### config.mk
export PLATFORM = sky130hd
export DESIGN_NAME = rgb_to_ascii_art_unit_flat
export DESIGN_NICKNAME = d
export VERILOG_FILES = /design/src/design/rta_pkg.sv /design/src/design/rta_if.sv /design/src/design/rgb_to_ascii_art_unit.sv /design/src/design/rta_front.sv /design/src/design/rta_queue.sv /design/src/design/rta_back.sv /design/src/flat_wrapper.sv
export SDC_FILE = /design/constraint.sdc
export NUM_CORES = 2
export LEC_CHECK = 0
export ABC_AREA = 1
export BUFFER_PORTS_ARGS = -buffer_cell sky130_fd_sc_hd__buf_2
export CAP_MARGIN = 20
export CORE_MARGIN = 2
export CORE_UTILIZATION = 30
export DETAILED_ROUTE_END_ITERATION = 7
export PLACE_DENSITY = 0.44
export SLEW_MARGIN = 20
export SYNTH_ARGS = -nofsm -noshare
export SYNTH_HDL_FRONTEND = slang
export SYNTH_HIERARCHICAL = 1
export SYNTH_SLANG_ARGS = --single-unit
export TNS_END_PERCENT = 5
### constraint.sdc
create_clock -name clock -period 4.8 [get_ports clock]
set_input_delay 0.24 -clock clock [delete_from_list [all_inputs] [get_ports clock]]
set_output_delay 0.24 -clock clock [all_outputs]
set_load 0.02 [all_outputs]
### src/design/rta_pkg.sv
`default_nettype none

package rta_pkg;

   // Default bounds on the image size, handed to the top level's parameters
   localparam int DEF_MAX_WIDTH  = 4096;
   localparam int DEF_MAX_HEIGHT = 4096;
   localparam int MAX_GRADIENT   = 16;

   // Field and register widths
   localparam int DIM_W      = 13;
   localparam int LEN_W      = 5;
   localparam int CHARS_W    = 64;
   localparam int PIX_W      = 8;
   localparam int CHAR_W     = 8;
   localparam int IDX_W      = 4;
   localparam int CSR_IDX_W  = 3;
   localparam int CSR_DATA_W = 64;

   // Depth of the command queue between front and back
   localparam int QUEUE_DEPTH = 4;

   // Rec.709 luma weights in 2^16 fixed point, full-scale luma and newline byte
   localparam int               LUMA_W     = 24;
   localparam logic [15:0]      W_RED      = 16'd13933;
   localparam logic [15:0]      W_GREEN    = 16'd46871;
   localparam logic [15:0]      W_BLUE     = 16'd4732;
   localparam logic [LUMA_W-1:0] FULL_SCALE = 24'd16711680;
   localparam logic [CHAR_W-1:0] NEWLINE    = 8'd10;

   // Register reset values
   localparam logic [DIM_W-1:0]   RST_IMAGE_WIDTH  = 13'd1;
   localparam logic [DIM_W-1:0]   RST_IMAGE_HEIGHT = 13'd1;
   localparam logic [DIM_W-1:0]   RST_SCALE_X      = 13'd16;
   localparam logic [DIM_W-1:0]   RST_SCALE_Y      = 13'd32;
   localparam logic [LEN_W-1:0]   RST_GRAD_LENGTH  = 5'd10;
   localparam logic [CHARS_W-1:0] RST_CHARS_LOW    = 64'h3A2D3D2B2A232540;
   localparam logic [CHARS_W-1:0] RST_CHARS_HIGH   = 64'h000000000000202E;

   // Register indexes on the csr port
   typedef enum logic [CSR_IDX_W-1:0] {
      CSR_IMAGE_WIDTH  = 3'd0,
      CSR_IMAGE_HEIGHT = 3'd1,
      CSR_SCALE_X      = 3'd2,
      CSR_SCALE_Y      = 3'd3,
      CSR_GRAD_LENGTH  = 3'd4,
      CSR_CHARS_LOW    = 3'd5,
      CSR_CHARS_HIGH   = 3'd6
   } rta_csr_type;

   typedef struct packed {
      logic [DIM_W-1:0]   image_width;
      logic [DIM_W-1:0]   image_height;
      logic [DIM_W-1:0]   scale_x;
      logic [DIM_W-1:0]   scale_y;
      logic [LEN_W-1:0]   gradient_length;
      logic [CHARS_W-1:0] chars_low;
      logic [CHARS_W-1:0] chars_high;
   } rta_cfg_type;

   // Classified pixel handed from front to back
   typedef struct packed {
      logic             has_char;
      logic             newline;
      logic             frame_end;
      logic [PIX_W-1:0] red;
      logic [PIX_W-1:0] green;
      logic [PIX_W-1:0] blue;
   } rta_cmd_type;

   typedef enum logic {
      SYNC_IDLE,
      SYNC_RUN
   } rta_sync_state_type;

   // Select gradient character idx out of the two character words
   function automatic logic [CHAR_W-1:0] pick_char(input logic [CHARS_W-1:0] lo,
                                                   input logic [CHARS_W-1:0] hi,
                                                   input logic [IDX_W-1:0]   idx);
      logic [2*CHARS_W-1:0] all_chars;
      all_chars = {hi, lo};
      return all_chars[{idx, 3'b000} +: CHAR_W];
   endfunction

endpackage

`default_nettype wire

### src/design/rta_if.sv
`default_nettype none

// Pixel channel
interface rta_req_if;
   logic       valid;
   logic       ready;
   logic [7:0] red;
   logic [7:0] green;
   logic [7:0] blue;

   modport source (output valid, output red, output green, output blue, input ready);
   modport sink   (input valid, input red, input green, input blue, output ready);
endinterface

// Character channel
interface rta_rsp_if;
   logic       valid;
   logic       ready;
   logic [7:0] out_char;
   logic       last_of_item;
   logic       frame_end;

   modport source (output valid, output out_char, output last_of_item, output frame_end,
                   input ready);
   modport sink   (input valid, input out_char, input last_of_item, input frame_end,
                   output ready);
endinterface

`default_nettype wire

### src/design/rgb_to_ascii_art_unit.sv
// A pixel's first result passes the command queue, stages 1 to 3 and the output stage.
// Throughput: one pixel per cycle while the queue has room and no phase rebuild runs;
// a pixel giving a character and a newline holds the output stage for both of its results,
// absorbed by the 4-entry command queue. After each csr write the pixel port is held off
// for one remainder step per counter bit.
// Reset (synchronous, active high) clears counters, queue and pipe valids,
// and loads the registers with their documented defaults.
`default_nettype none

module rgb_to_ascii_art_unit #(
   parameter int MAX_WIDTH  = rta_pkg::DEF_MAX_WIDTH,
   parameter int MAX_HEIGHT = rta_pkg::DEF_MAX_HEIGHT
) (
   input  wire logic                            clock,
   input  wire logic                            reset,
   rta_req_if.sink                              req_if,
   rta_rsp_if.source                            rsp_if,
   input  wire logic                            csr_write_en,
   input  wire logic [rta_pkg::CSR_IDX_W-1:0]   csr_index,
   input  wire logic [rta_pkg::CSR_DATA_W-1:0]  csr_write_data
);
   import rta_pkg::*;

   rta_cfg_type cfg_ff, cfg_in;
   rta_cmd_type push_cmd, head;
   logic        push, pop, full, not_empty;

   // Register write decode
   always_comb begin
      cfg_in = cfg_ff;
      if (csr_write_en) begin
         unique case (rta_csr_type'(csr_index))
            CSR_IMAGE_WIDTH:  cfg_in.image_width     = csr_write_data[DIM_W-1:0];
            CSR_IMAGE_HEIGHT: cfg_in.image_height    = csr_write_data[DIM_W-1:0];
            CSR_SCALE_X:      cfg_in.scale_x         = csr_write_data[DIM_W-1:0];
            CSR_SCALE_Y:      cfg_in.scale_y         = csr_write_data[DIM_W-1:0];
            CSR_GRAD_LENGTH:  cfg_in.gradient_length = csr_write_data[LEN_W-1:0];
            CSR_CHARS_LOW:    cfg_in.chars_low       = csr_write_data[CHARS_W-1:0];
            CSR_CHARS_HIGH:   cfg_in.chars_high      = csr_write_data[CHARS_W-1:0];
            default:          cfg_in = cfg_ff;
         endcase
      end
   end

   always_ff @(posedge clock) begin
      if (reset) begin
         cfg_ff.image_width     <= RST_IMAGE_WIDTH;
         cfg_ff.image_height    <= RST_IMAGE_HEIGHT;
         cfg_ff.scale_x         <= RST_SCALE_X;
         cfg_ff.scale_y         <= RST_SCALE_Y;
         cfg_ff.gradient_length <= RST_GRAD_LENGTH;
         cfg_ff.chars_low       <= RST_CHARS_LOW;
         cfg_ff.chars_high      <= RST_CHARS_HIGH;
      end else begin
         cfg_ff <= cfg_in;
      end
   end

   rta_front #(
      .MAX_WIDTH  (MAX_WIDTH),
      .MAX_HEIGHT (MAX_HEIGHT)
   ) u_front (
      .clock        (clock),
      .reset        (reset),
      .req_if       (req_if),
      .cfg          (cfg_ff),
      .csr_write_en (csr_write_en),
      .queue_full   (full),
      .push         (push),
      .push_cmd     (push_cmd)
   );

   rta_queue u_queue (
      .clock     (clock),
      .reset     (reset),
      .push      (push),
      .push_cmd  (push_cmd),
      .pop       (pop),
      .full      (full),
      .not_empty (not_empty),
      .head      (head)
   );

   rta_back u_back (
      .clock     (clock),
      .reset     (reset),
      .cfg       (cfg_ff),
      .cmd_valid (not_empty),
      .cmd       (head),
      .pop       (pop),
      .rsp_if    (rsp_if)
   );

endmodule

`default_nettype wire

### src/design/rta_front.sv
`default_nettype none

module rta_front #(
   parameter int MAX_WIDTH  = rta_pkg::DEF_MAX_WIDTH,
   parameter int MAX_HEIGHT = rta_pkg::DEF_MAX_HEIGHT
) (
   input  wire logic                 clock,
   input  wire logic                 reset,
   rta_req_if.sink                   req_if,
   input  wire rta_pkg::rta_cfg_type cfg,
   input  wire logic                 csr_write_en,
   input  wire logic                 queue_full,
   output logic                      push,
   output rta_pkg::rta_cmd_type      push_cmd
);
   import rta_pkg::*;

   localparam int CW    = (MAX_WIDTH > 1) ? $clog2(MAX_WIDTH) : 1;
   localparam int RW    = (MAX_HEIGHT > 1) ? $clog2(MAX_HEIGHT) : 1;
   localparam int DW    = (CW > RW) ? CW : RW;
   localparam int CMP_W = ((DW > DIM_W) ? DW : DIM_W) + 1;
   localparam int STEP_W = (DW > 1) ? $clog2(DW) : 1;

   logic [CW-1:0]      col_ff, col_in;
   logic [RW-1:0]      row_ff, row_in;
   logic [CW-1:0]      xph_ff, xph_in;
   logic [RW-1:0]      yph_ff, yph_in;

   rta_sync_state_type sync_ff, sync_in;
   logic [STEP_W-1:0]  step_ff, step_in;
   logic [DW-1:0]      xdiv_ff, xdiv_in, ydiv_ff, ydiv_in;
   logic [DIM_W-1:0]   xrem_ff, xrem_in, yrem_ff, yrem_in;

   logic [CMP_W-1:0]   w_eff, h_eff, sx_eff, sy_eff, col_x, row_x;
   logic [DIM_W-1:0]   sx13, sy13;
   logic               accept, row_end, frame_last, row_used, has_char, nl, fe;
   logic [DIM_W:0]     xtrial, ytrial;

   // Effective register values: zero means one, large sizes clamp
   always_comb begin
      w_eff = CMP_W'(cfg.image_width);
      if (w_eff == '0) begin
         w_eff = CMP_W'(1);
      end else if (w_eff > CMP_W'(MAX_WIDTH)) begin
         w_eff = CMP_W'(MAX_WIDTH);
      end
      h_eff = CMP_W'(cfg.image_height);
      if (h_eff == '0) begin
         h_eff = CMP_W'(1);
      end else if (h_eff > CMP_W'(MAX_HEIGHT)) begin
         h_eff = CMP_W'(MAX_HEIGHT);
      end
      sx13   = (cfg.scale_x == '0) ? DIM_W'(1) : cfg.scale_x;
      sy13   = (cfg.scale_y == '0) ? DIM_W'(1) : cfg.scale_y;
      sx_eff = CMP_W'(sx13);
      sy_eff = CMP_W'(sy13);
   end

   // Classify the pixel at the current position
   assign col_x      = CMP_W'(col_ff);
   assign row_x      = CMP_W'(row_ff);
   assign row_end    = col_x >= (w_eff - CMP_W'(1));
   assign frame_last = row_x >= (h_eff - CMP_W'(1));
   assign row_used   = (yph_ff == '0);
   assign has_char   = row_used && (xph_ff == '0);
   assign nl         = row_used && row_end;
   assign fe         = nl && ((row_x + sy_eff) >= h_eff);

   assign req_if.ready = (sync_ff == SYNC_IDLE) && !queue_full;
   assign accept       = req_if.valid && req_if.ready;

   // Push only pixels that cause a result
   always_comb begin
      push               = accept && (has_char || nl);
      push_cmd.has_char  = has_char;
      push_cmd.newline   = nl;
      push_cmd.frame_end = fe;
      push_cmd.red       = req_if.red;
      push_cmd.green     = req_if.green;
      push_cmd.blue      = req_if.blue;
   end

   // Position counters, phase counters and the remainder unit that
   // rebuilds the phases after a register write
   always_comb begin
      col_in  = col_ff;
      row_in  = row_ff;
      xph_in  = xph_ff;
      yph_in  = yph_ff;
      sync_in = sync_ff;
      step_in = step_ff;
      xdiv_in = xdiv_ff;
      ydiv_in = ydiv_ff;
      xrem_in = xrem_ff;
      yrem_in = yrem_ff;
      xtrial  = {xrem_ff, xdiv_ff[DW-1]};
      ytrial  = {yrem_ff, ydiv_ff[DW-1]};

      if (accept) begin
         if (row_end) begin
            col_in = '0;
            xph_in = '0;
            if (frame_last) begin
               row_in = '0;
               yph_in = '0;
            end else begin
               row_in = row_ff + RW'(1);
               yph_in = (CMP_W'(yph_ff) + CMP_W'(1) == sy_eff) ? '0 : yph_ff + RW'(1);
            end
         end else begin
            col_in = col_ff + CW'(1);
            xph_in = (CMP_W'(xph_ff) + CMP_W'(1) == sx_eff) ? '0 : xph_ff + CW'(1);
         end
      end

      unique case (sync_ff)
         SYNC_IDLE: begin
            if (csr_write_en) begin
               sync_in = SYNC_RUN;
               step_in = '0;
               xdiv_in = DW'(col_ff);
               ydiv_in = DW'(row_ff);
               xrem_in = '0;
               yrem_in = '0;
            end
         end
         SYNC_RUN: begin
            // One restoring step per cycle, most significant bit first
            xrem_in = (xtrial >= {1'b0, sx13}) ? DIM_W'(xtrial - {1'b0, sx13})
                                               : xtrial[DIM_W-1:0];
            yrem_in = (ytrial >= {1'b0, sy13}) ? DIM_W'(ytrial - {1'b0, sy13})
                                               : ytrial[DIM_W-1:0];
            xdiv_in = xdiv_ff << 1;
            ydiv_in = ydiv_ff << 1;
            step_in = step_ff + STEP_W'(1);
            if (csr_write_en) begin
               step_in = '0;
               xdiv_in = DW'(col_ff);
               ydiv_in = DW'(row_ff);
               xrem_in = '0;
               yrem_in = '0;
            end else if (step_ff == STEP_W'(DW - 1)) begin
               sync_in = SYNC_IDLE;
               xph_in  = CW'(xrem_in);
               yph_in  = RW'(yrem_in);
            end
         end
         default: sync_in = SYNC_IDLE;
      endcase
   end

   always_ff @(posedge clock) begin
      if (reset) begin
         col_ff  <= '0;
         row_ff  <= '0;
         xph_ff  <= '0;
         yph_ff  <= '0;
         sync_ff <= SYNC_IDLE;
         step_ff <= '0;
      end else begin
         col_ff  <= col_in;
         row_ff  <= row_in;
         xph_ff  <= xph_in;
         yph_ff  <= yph_in;
         sync_ff <= sync_in;
         step_ff <= step_in;
      end
   end

   always_ff @(posedge clock) begin
      xdiv_ff <= xdiv_in;
      ydiv_ff <= ydiv_in;
      xrem_ff <= xrem_in;
      yrem_ff <= yrem_in;
   end

endmodule

`default_nettype wire

### src/design/rta_queue.sv
`default_nettype none

module rta_queue (
   input  wire logic                 clock,
   input  wire logic                 reset,
   input  wire logic                 push,
   input  wire rta_pkg::rta_cmd_type push_cmd,
   input  wire logic                 pop,
   output logic                      full,
   output logic                      not_empty,
   output rta_pkg::rta_cmd_type      head
);
   import rta_pkg::*;

   localparam int PTR_W = (QUEUE_DEPTH > 1) ? $clog2(QUEUE_DEPTH) : 1;
   localparam int CNT_W = $clog2(QUEUE_DEPTH + 1);

   rta_cmd_type      slot_ff [QUEUE_DEPTH];
   logic [PTR_W-1:0] wr_ff, wr_in, rd_ff, rd_in;
   logic [CNT_W-1:0] count_ff, count_in;

   assign full      = (count_ff == CNT_W'(QUEUE_DEPTH));
   assign not_empty = (count_ff != '0);
   assign head      = slot_ff[rd_ff];

   // Advance the pointers with wrap at the queue depth
   always_comb begin
      wr_in    = wr_ff;
      rd_in    = rd_ff;
      count_in = count_ff;
      if (push) begin
         wr_in = (wr_ff == PTR_W'(QUEUE_DEPTH - 1)) ? '0 : wr_ff + PTR_W'(1);
      end
      if (pop) begin
         rd_in = (rd_ff == PTR_W'(QUEUE_DEPTH - 1)) ? '0 : rd_ff + PTR_W'(1);
      end
      priority if (push && !pop) begin
         count_in = count_ff + CNT_W'(1);
      end else if (pop && !push) begin
         count_in = count_ff - CNT_W'(1);
      end else begin
         count_in = count_ff;
      end
   end

   always_ff @(posedge clock) begin
      if (reset) begin
         wr_ff    <= '0;
         rd_ff    <= '0;
         count_ff <= '0;
      end else begin
         wr_ff    <= wr_in;
         rd_ff    <= rd_in;
         count_ff <= count_in;
      end
   end

   always_ff @(posedge clock) begin
      if (push) begin
         slot_ff[wr_ff] <= push_cmd;
      end
   end

endmodule

`default_nettype wire

### src/design/rta_back.sv
`default_nettype none

module rta_back (
   input  wire logic                 clock,
   input  wire logic                 reset,
   input  wire rta_pkg::rta_cfg_type cfg,
   input  wire logic                 cmd_valid,
   input  wire rta_pkg::rta_cmd_type cmd,
   output logic                      pop,
   rta_rsp_if.source                 rsp_if
);
   import rta_pkg::*;

   typedef struct packed {
      logic              has_char;
      logic              newline;
      logic              frame_end;
   } rta_flags_type;

   // Stage 1: weighted components
   logic              s1_v_ff, s1_v_in;
   rta_flags_type     s1_f_ff;
   logic [LUMA_W-1:0] s1_pr_ff, s1_pg_ff, s1_pb_ff;
   // Stage 2: distance from full scale
   logic              s2_v_ff;
   rta_flags_type     s2_f_ff;
   logic [LUMA_W-1:0] s2_diff_ff;
   // Stage 3: scaled by length minus one, upper bits kept
   logic              s3_v_ff;
   rta_flags_type     s3_f_ff;
   logic [11:0]       s3_q_ff;
   // Output stage
   logic              out_v_ff, out_v_in;
   rta_flags_type     out_f_ff;
   logic [CHAR_W-1:0] out_char_ff;
   logic              sent_ff, sent_in;

   logic              advance, show_char, out_last, out_take;
   logic [LEN_W-1:0]  len_eff;
   logic [IDX_W-1:0]  len_m1, idx;
   logic [27:0]       prod;
   logic [12:0]       qsum;
   logic [4:0]        idx_raw;
   logic [LUMA_W-1:0] luma;

   // Effective gradient length
   always_comb begin
      len_eff = cfg.gradient_length;
      if (len_eff == '0) begin
         len_eff = LEN_W'(1);
      end else if (len_eff > LEN_W'(MAX_GRADIENT)) begin
         len_eff = LEN_W'(MAX_GRADIENT);
      end
      len_m1 = IDX_W'(len_eff - LEN_W'(1));
   end

   // Result shown by the output stage
   assign show_char       = out_f_ff.has_char && !sent_ff;
   assign out_last        = !(show_char && out_f_ff.newline);
   assign rsp_if.valid    = out_v_ff;
   assign rsp_if.out_char = show_char ? out_char_ff : NEWLINE;
   assign rsp_if.last_of_item = out_last;
   assign rsp_if.frame_end    = !show_char && out_f_ff.frame_end;

   assign out_take = out_v_ff && rsp_if.ready;
   assign advance  = !out_v_ff || (rsp_if.ready && out_last);
   assign pop      = advance && cmd_valid;
   assign s1_v_in  = cmd_valid;

   // Arithmetic between the stages
   always_comb begin
      luma    = LUMA_W'(s1_pr_ff + s1_pg_ff + s1_pb_ff);
      prod    = 28'(s2_diff_ff) * 28'(len_m1);
      qsum    = 13'(s3_q_ff) + 13'(s3_q_ff >> 8) + 13'd1;
      idx_raw = qsum[12:8];
      idx     = (idx_raw > 5'(len_m1)) ? len_m1 : idx_raw[IDX_W-1:0];
   end

   // Output stage: free on the last result, mark the character as sent
   always_comb begin
      out_v_in = out_v_ff;
      sent_in  = sent_ff;
      if (advance) begin
         out_v_in = s3_v_ff;
         sent_in  = 1'b0;
      end else if (out_take) begin
         sent_in = 1'b1;
      end
   end

   always_ff @(posedge clock) begin
      if (reset) begin
         s1_v_ff  <= 1'b0;
         s2_v_ff  <= 1'b0;
         s3_v_ff  <= 1'b0;
         out_v_ff <= 1'b0;
         sent_ff  <= 1'b0;
      end else begin
         if (advance) begin
            s1_v_ff <= s1_v_in;
            s2_v_ff <= s1_v_ff;
            s3_v_ff <= s2_v_ff;
         end
         out_v_ff <= out_v_in;
         sent_ff  <= sent_in;
      end
   end

   // Move payload along the pipe; hold while the output stage waits
   always_ff @(posedge clock) begin
      if (advance) begin
         s1_f_ff     <= '{has_char: cmd.has_char, newline: cmd.newline,
                          frame_end: cmd.frame_end};
         s1_pr_ff    <= LUMA_W'(W_RED) * LUMA_W'(cmd.red);
         s1_pg_ff    <= LUMA_W'(W_GREEN) * LUMA_W'(cmd.green);
         s1_pb_ff    <= LUMA_W'(W_BLUE) * LUMA_W'(cmd.blue);
         s2_f_ff     <= s1_f_ff;
         s2_diff_ff  <= FULL_SCALE - luma;
         s3_f_ff     <= s2_f_ff;
         s3_q_ff     <= prod[27:16];
         out_f_ff    <= s3_f_ff;
         out_char_ff <= pick_char(cfg.chars_low, cfg.chars_high, idx);
      end
   end

endmodule

`default_nettype wire

### src/flat_wrapper.sv
// flat-port wrapper written by rule: the top's interface ports become plain ports
module rgb_to_ascii_art_unit_flat import rta_pkg::*;
#(
   parameter int MAX_WIDTH  = rta_pkg::DEF_MAX_WIDTH,
   parameter int MAX_HEIGHT = rta_pkg::DEF_MAX_HEIGHT
)
  (clock, reset, csr_write_en, csr_index, csr_write_data, req_if_valid, req_if_red, req_if_green, req_if_blue, req_if_ready, rsp_if_valid, rsp_if_out_char, rsp_if_last_of_item, rsp_if_frame_end, rsp_if_ready);
  rta_req_if req_if_i ();
  rta_rsp_if rsp_if_i ();
  input  wire logic clock;
  input  wire logic reset;
  input  wire logic csr_write_en;
  input  wire logic [rta_pkg::CSR_IDX_W-1:0] csr_index;
  input  wire logic [rta_pkg::CSR_DATA_W-1:0] csr_write_data;
  input wire logic [$bits(req_if_i.valid)-1:0] req_if_valid;
  input wire logic [$bits(req_if_i.red)-1:0] req_if_red;
  input wire logic [$bits(req_if_i.green)-1:0] req_if_green;
  input wire logic [$bits(req_if_i.blue)-1:0] req_if_blue;
  output wire logic [$bits(req_if_i.ready)-1:0] req_if_ready;
  output wire logic [$bits(rsp_if_i.valid)-1:0] rsp_if_valid;
  output wire logic [$bits(rsp_if_i.out_char)-1:0] rsp_if_out_char;
  output wire logic [$bits(rsp_if_i.last_of_item)-1:0] rsp_if_last_of_item;
  output wire logic [$bits(rsp_if_i.frame_end)-1:0] rsp_if_frame_end;
  input wire logic [$bits(rsp_if_i.ready)-1:0] rsp_if_ready;
  assign req_if_i.valid = req_if_valid;
  assign req_if_i.red = req_if_red;
  assign req_if_i.green = req_if_green;
  assign req_if_i.blue = req_if_blue;
  assign req_if_ready = req_if_i.ready;
  assign rsp_if_valid = rsp_if_i.valid;
  assign rsp_if_out_char = rsp_if_i.out_char;
  assign rsp_if_last_of_item = rsp_if_i.last_of_item;
  assign rsp_if_frame_end = rsp_if_i.frame_end;
  assign rsp_if_i.ready = rsp_if_ready;
  rgb_to_ascii_art_unit #(.MAX_WIDTH(MAX_WIDTH), .MAX_HEIGHT(MAX_HEIGHT)) u_core (.clock(clock), .reset(reset), .req_if(req_if_i), .rsp_if(rsp_if_i), .csr_write_en(csr_write_en), .csr_index(csr_index), .csr_write_data(csr_write_data));
endmodule
Word level (Yosys, flattened, before mapping)

Memories as Yosys holds them, arrays and structs flattened. A register that Yosys moved wholly into a read port is not among the register bits.
Cells that the tools add are included.

Input bits: 96
Memories: 1
Memory bits (writable): 108
Flip-flop bits (word level): 421

Memory list:

| name                   | words | bits a word | rd ports | clocked after Yosys merged registers in | write ports | line            | RTL |
|---|---|---|---|---|---|---|---|
| u_core.u_queue.slot_ff | 4     | 27          | 1        | 1                                       | 1           | rta_queue.sv:18 | `rta_cmd_type slot_ff [QUEUE_DEPTH];` |

Bitwise operators: 1
Equality and inequality tests: 13
Shift operators: 1
Reduce and logical (&&, ||, !) cells: 42
Add/sub/neg operators: 22
Mux-type cells: 53
Multipliers: 4
Magnitude comparators: 9

Operators with widths:

| operator                                                              | number |
|---|---|
| 12-bit two-way mux                                                    | 19 |
| 13-bit two-way mux                                                    | 10 |
| 128-bit by 8-bit indexed part select with 8-bit output                | 1 |
| 13-bit zero test                                                      | 4 |
| 13-bit case mux with 2 select lines                                   | 2 |
| 12-bit by 1-bit adder with 12-bit output (second input constant)      | 4 |
| 12-bit case mux with 2 select lines                                   | 2 |
| 12-bit by 14-bit >= comparator with 1-bit output                      | 2 |
| 14-bit by 13-bit >= comparator with 1-bit output                      | 2 |
| 24-bit by 4-bit multiplier with 28-bit output                         | 1 |
| 14-bit by 1-bit subtractor with 14-bit output (second input constant) | 2 |
| 12-bit by 1-bit adder with 13-bit output (second input constant)      | 2 |
| 13-bit == test                                                        | 2 |
| 13-bit > comparator (second input constant)                           | 2 |
| 13-bit subtractor                                                     | 2 |
| 22-bit by 24-bit adder with 24-bit output                             | 1 |
| 24-bit by 21-bit adder with 24-bit output                             | 1 |
| 12-bit zero test                                                      | 2 |
| 16-bit by 8-bit multiplier with 24-bit output (first input constant)  | 1 |
| 24-bit subtractor (first input constant)                              | 1 |
| 14-bit by 8-bit multiplier with 22-bit output (first input constant)  | 1 |
| 4-bit two-way mux                                                     | 5 |
| 11-bit by 8-bit multiplier with 19-bit output (first input constant)  | 1 |
| 2-bit AND reduction                                                   | 8 |
| other kinds (33)                                                      | 67 |

Depth between registers and ports, before layout

Word-level depth: 12
Mapped depth: 32
Mapped depth without buffers: 31

Modules after synthesis

The synthesis kept the hierarchy.

Modules (own cells, without submodules):

| module                | instances | area an instance (µm²) | cells an instance | seq. area each (µm²) |
|---|---|---|---|---|
| rta_back              | 1         | 16355.7                | 1992              | 3733.6 |
| rta_front             | 1         | 9688.0                 | 1415              | 2562.5 |
| rgb_to_ascii_art_unit | 1         | 7236.9                 | 1048              | 3703.6 |
| rta_queue             | 1         | 4513.1                 | 321               | 3423.3 |

Worst setup path after synthesis

Ideal clock, no wire load.

Path type: register -> register
Start: reg u_core/u_back/out_f_ff[2] (netlist bit)
End: reg u_core.u_queue.count_ff[1]
Data arrival time: 4.833 ns
Stages on the path, launching flop included: 14
Period minus slack after synthesis: 4.949 ns
Slack: -0.149 ns
Setup time: 0.116 ns
Cell sequence: edfxtp_1 nand2_1 inv_1 nand2_1 nand2_1 nand2_1 nand2_1 inv_1 inv_1 ha_1 inv_1 fa_1 o21ai_0 nor2_1

Word-level cells in the longest chain between the ends: 9
Elaborated cells on any way between the ends: 11

Ends and longest elaborated chain:

| item                           | line                        | RTL |
|---|---|---|
| start, declared                | rta_back.sv:34              | `rta_flags_type out_f_ff;` |
| start signal, assigned         | rta_back.sv:121             | `out_f_ff <= s3_f_ff;` |
| 1-bit logical AND              | rta_back.sv:58              | `assign show_char = out_f_ff.has_char && !sent_ff;` |
| 1-bit logical AND              | rta_back.sv:59              | `assign out_last = !(show_char && out_f_ff.newline);` |
| 1-bit zero test                | rta_back.sv:59              |  |
| via rsp_if_last_of_item        | flat_wrapper.sv:22          | `output wire logic [$bits(rsp_if_i.last_of_item)-1:0] rsp_if_last_of_item;` |
| 1-bit logical AND              | rta_back.sv:66              | `assign advance = !out_v_ff \|\| (rsp_if.ready && out_last);` |
| 1-bit logical OR               | rta_back.sv:66              |  |
| via u_core.u_back.advance      | rta_back.sv:38              | `logic advance, show_char, out_last, out_take;` |
| 1-bit logical AND              | rta_back.sv:67              | `assign pop = advance && cmd_valid;` |
| via u_core.pop                 | rgb_to_ascii_art_unit.sv:26 | `logic push, pop, full, not_empty;` |
| 1-bit zero test                | rta_queue.sv:37             | `priority if (push && !pop) begin` |
| 1-bit logical AND              | rta_queue.sv:37             |  |
| 3-bit two-way mux              | rta_queue.sv:37             |  |
| via u_core.u_queue.count_in[1] | rta_queue.sv:20             | `logic [CNT_W-1:0] count_ff, count_in;` |
| end signal, assigned           | rta_queue.sv:54             | `count_ff <= count_in;` |
| end, declared                  | rta_queue.sv:20             |  |

The timed path passes the listed nets, and every way through them passes these cells.
A chain may end at the register's enable or synchronous reset.

==> out/metrics.csv <==
stage,metric,value,unit
synthesis,"top cells by area, synth","edfxtp_1, dfxtp_1, ha_1, nand2_1, fa_1",
detailed_routing,Via density,4.614,
critical_path,largest fanout on the critical path,16,
floorplanning,Starting Density,30.18,%
grt,first-pass GRT wire length,173600,µm
critical_path,startpoint types,flip-flop,
synthesis,cells after synthesis,4776,
synthesis,ys flop type,edfxtp_1,
clock_network,htree depth,3,
synthesis,number of flops mapped to enable cells by yosys,279,
clock_network,worst skew pair latency,670,ps
clock_network,TritonCTS clock tree,built,
floorplanning,Core ar.,0.1252,mm²
clock_network,Bufs on Longest Clock Path,3,
grt,gr ovfl total,0,
timing,RSZ-0062 raised after global routing,yes,
detailed_routing,post-route ant nets,0,
synthesis,commonest cells in the synthesized netlist,"nand2_1, inv_1, nor2_1",
timing,Final Slew Violations,0,
status,run status,"finished, final reports clean",
place,PortBufs,107,
hold_path,worst hold path type,input port to flip-flop,
detailed_routing,number of DRC markers in iteration 0,1885,
critical_path,crit end category,flip-flop,
grt,number of global-route vias before repair,31043,
synthesis,most frequent cell after synthesis,nand2_1,
synthesis,Post-Syn Area per Cell,7.913,µm²
synthesis,Synth Register Bits,531,
floorplanning,FP Rows,130,
job,number of max-cap violations,0,
place,half-perimeter wire length after placement,82090,µm
finish,fin nets,5564,
grt,initial antenna violation count,2,
synthesis,post-synthesis cell type count,65,
clock_network,root buffer cell,clkbuf_16,
detailed_routing,Wirelength per Cell,16.23,µm
critical_path,CP arrival,4980,ps
detailed_routing,DRC viols,0,
grt,largest net degree at the start of global routing,102,
timing,Final min period,4574,ps
detailed_routing,drt total wl,108700,µm
grt,GRT Total Usage,16.78,%
timing,Worst-Margin Slew,1057,ps
synthesis,syn_nets,5348,
floorplanning,total die area,0.1288,mm²
critical_path,Crit Path Category,flip-flop to flip-flop,
synthesis,dominant cell type by area after synthesis,edfxtp_1,
floorplanning,io pins,108,
critical_path,WP data required,5210,ps
timing,Fmax,0.2186,GHz
timing,Hold Slack,16.51,ps
timing,Fin. Hold Viols,0,
synthesis,warnings from Yosys,6,
finish,Area Growth Syn to Fin,16.41,%
clock_network,CTS buffer count,69,
timing,Tcrit/Tclk final,95.29,%
floorplanning,die width,358.9,µm
detailed_routing,drt first pass iters,6,
place,GPL Wtd Cong,0.8434,
timing,Setup Skew,32.24,ps
clock_network,clock sink total,531,
timing,slew margin rel.,29.30,%
synthesis,sequential-to-total area share from yosys stat,35.52,%
timing,Finish-stage setup viols,0,
clock_network,Clock Pin Slew Worst Setup and Hold Paths,60,ps
synthesis,Post-Syn Area,0.03779,mm²
synthesis,Synth top area share,22.17,%
floorplanning,Die H,358.9,µm
detailed_routing,via count,30903,
synthesis,Post-synth ARST share,0,%
finish,layout cell share with drive strength beyond 1,9.788,%
[per-stage QoR]
step           std cells  area, µm²  utilization [%]  setup WS, ps  TNS, ps
2_1_floorplan       4776      37800                -        -16.42   -16.42
3_3_place_gp        6479      40480            32.32         27.45        0
3_5_place_dp        6480      40510            32.34        -61.17   -107.2
4_1_cts             6693      43650            34.85         12.17        0
5_1_grt             6697      43990            35.12        -64.40   -239.7
6_report            6698      43990            35.13         225.9        0
[area by class of cell]
type                    instances  area, µm²
fillers                     13274      81250
multi-input cells            3355      20960
flip-flops and latches        531      13430
inverters                     705       2668
repair buffers                329       2597
well taps                    1650       2064
clock buffers                  85       1828
clock inverters                41      439.2
repair inverters                1      5.005
diodes                          1      2.502
[final timing paths]
kind	slack, ps	startpoint	to	cells past startpoint
setup / recovery	230	flip-flop	u_core/u_back/s1_pg_ff[16]	18
hold reg to reg	420	u_core/u_back/s3_f_ff[0]	u_core/u_back/out_f_ff[0]	0
setup reg to reg	230	flip-flop	u_core/u_back/s1_pg_ff[16]	18
hold / removal	20	csr_write_data[55]	u_core/cfg_ff[55]	5
[layer usage]
layer	track usage, %	wire (µm)	part of all wire [%]
met5	0	0	0
met4	4.013	2404	2.2
met3	1.974	3200	2.9
met2	28.00	49850	46
met1	23.10	53260	49
[cell usage in the layout, fill, tap and decap left out, types with 105 or more instances in the layout]
master | Yosys | final
buf_4 | 32 | 122
nand3_1 | 469 | 469
dfxtp_1 | 252 | 250
xor2_1 | 106 | 105
fa_1 | 150 | 149
nor2_1 | 614 | 609
ha_1 | 326 | 321
nand2_1 | 991 | 988
edfxtp_1 | 279 | 279
inv_1 | 687 | 685
buf_2 | 63 | 107
a21oi_1 | 211 | 204
o21ai_0 | 138 | 130
[registers in the layout, indices dropped and copies added, names as in the netlist, 13 cells and up, named ones only]
name	flops
u_core/u_front/xrem_ff	13
u_core/u_back/s1_pr_ff	22
u_core/u_back/s1_pb_ff	19
u_core/cfg_ff	185
u_core/u_queue/slot_ff	108
u_core/u_back/s2_diff_ff	24
u_core/u_front/yrem_ff	13
u_core/u_back/s1_pg_ff	24
[what timing repair did]
action | 4_1_cts | 5_1_grt
setup endpoints to repair | 2 | 33
setup buffers | 0 | 2
hold buffers | 86 | 0
pin swaps | 0 | 6
hold endpoints to repair | 210 | 0
cloned | 1 | 0
gates resized for setup | 2 | 56
[cell families after synthesis]
logic type	Yosys count	share of synthesized area, %
buffers and inverters	890	9.879
flip-flops	531	35.52
AND/OR/NAND/NOR	2236	25.11
adder cells (fa/ha/maj)	476	18.74
XOR/XNOR	145	3.380
AO/OA/AOI/OAI	498	7.373
[worst max-delay path, stage by stage (launching register included)]
cell and delay [ps]:
dfxtp_4 430, inv_8 80, o21ai_0 220, o22ai_2 120
fa_1 540, inv_1 70, fa_1 500, fa_1 550
inv_1 40, ha_1 340, ha_4 300, nand2_1 70
nor4_2 410, a21oi_2 130, o21ai_0 200, buf_4 150
nand2_1 50, nand2_1 60, xor2_1 70
Power is not shown: default switching activity piles up to over one toggle a cycle in this logic, so the estimate is an artifact.
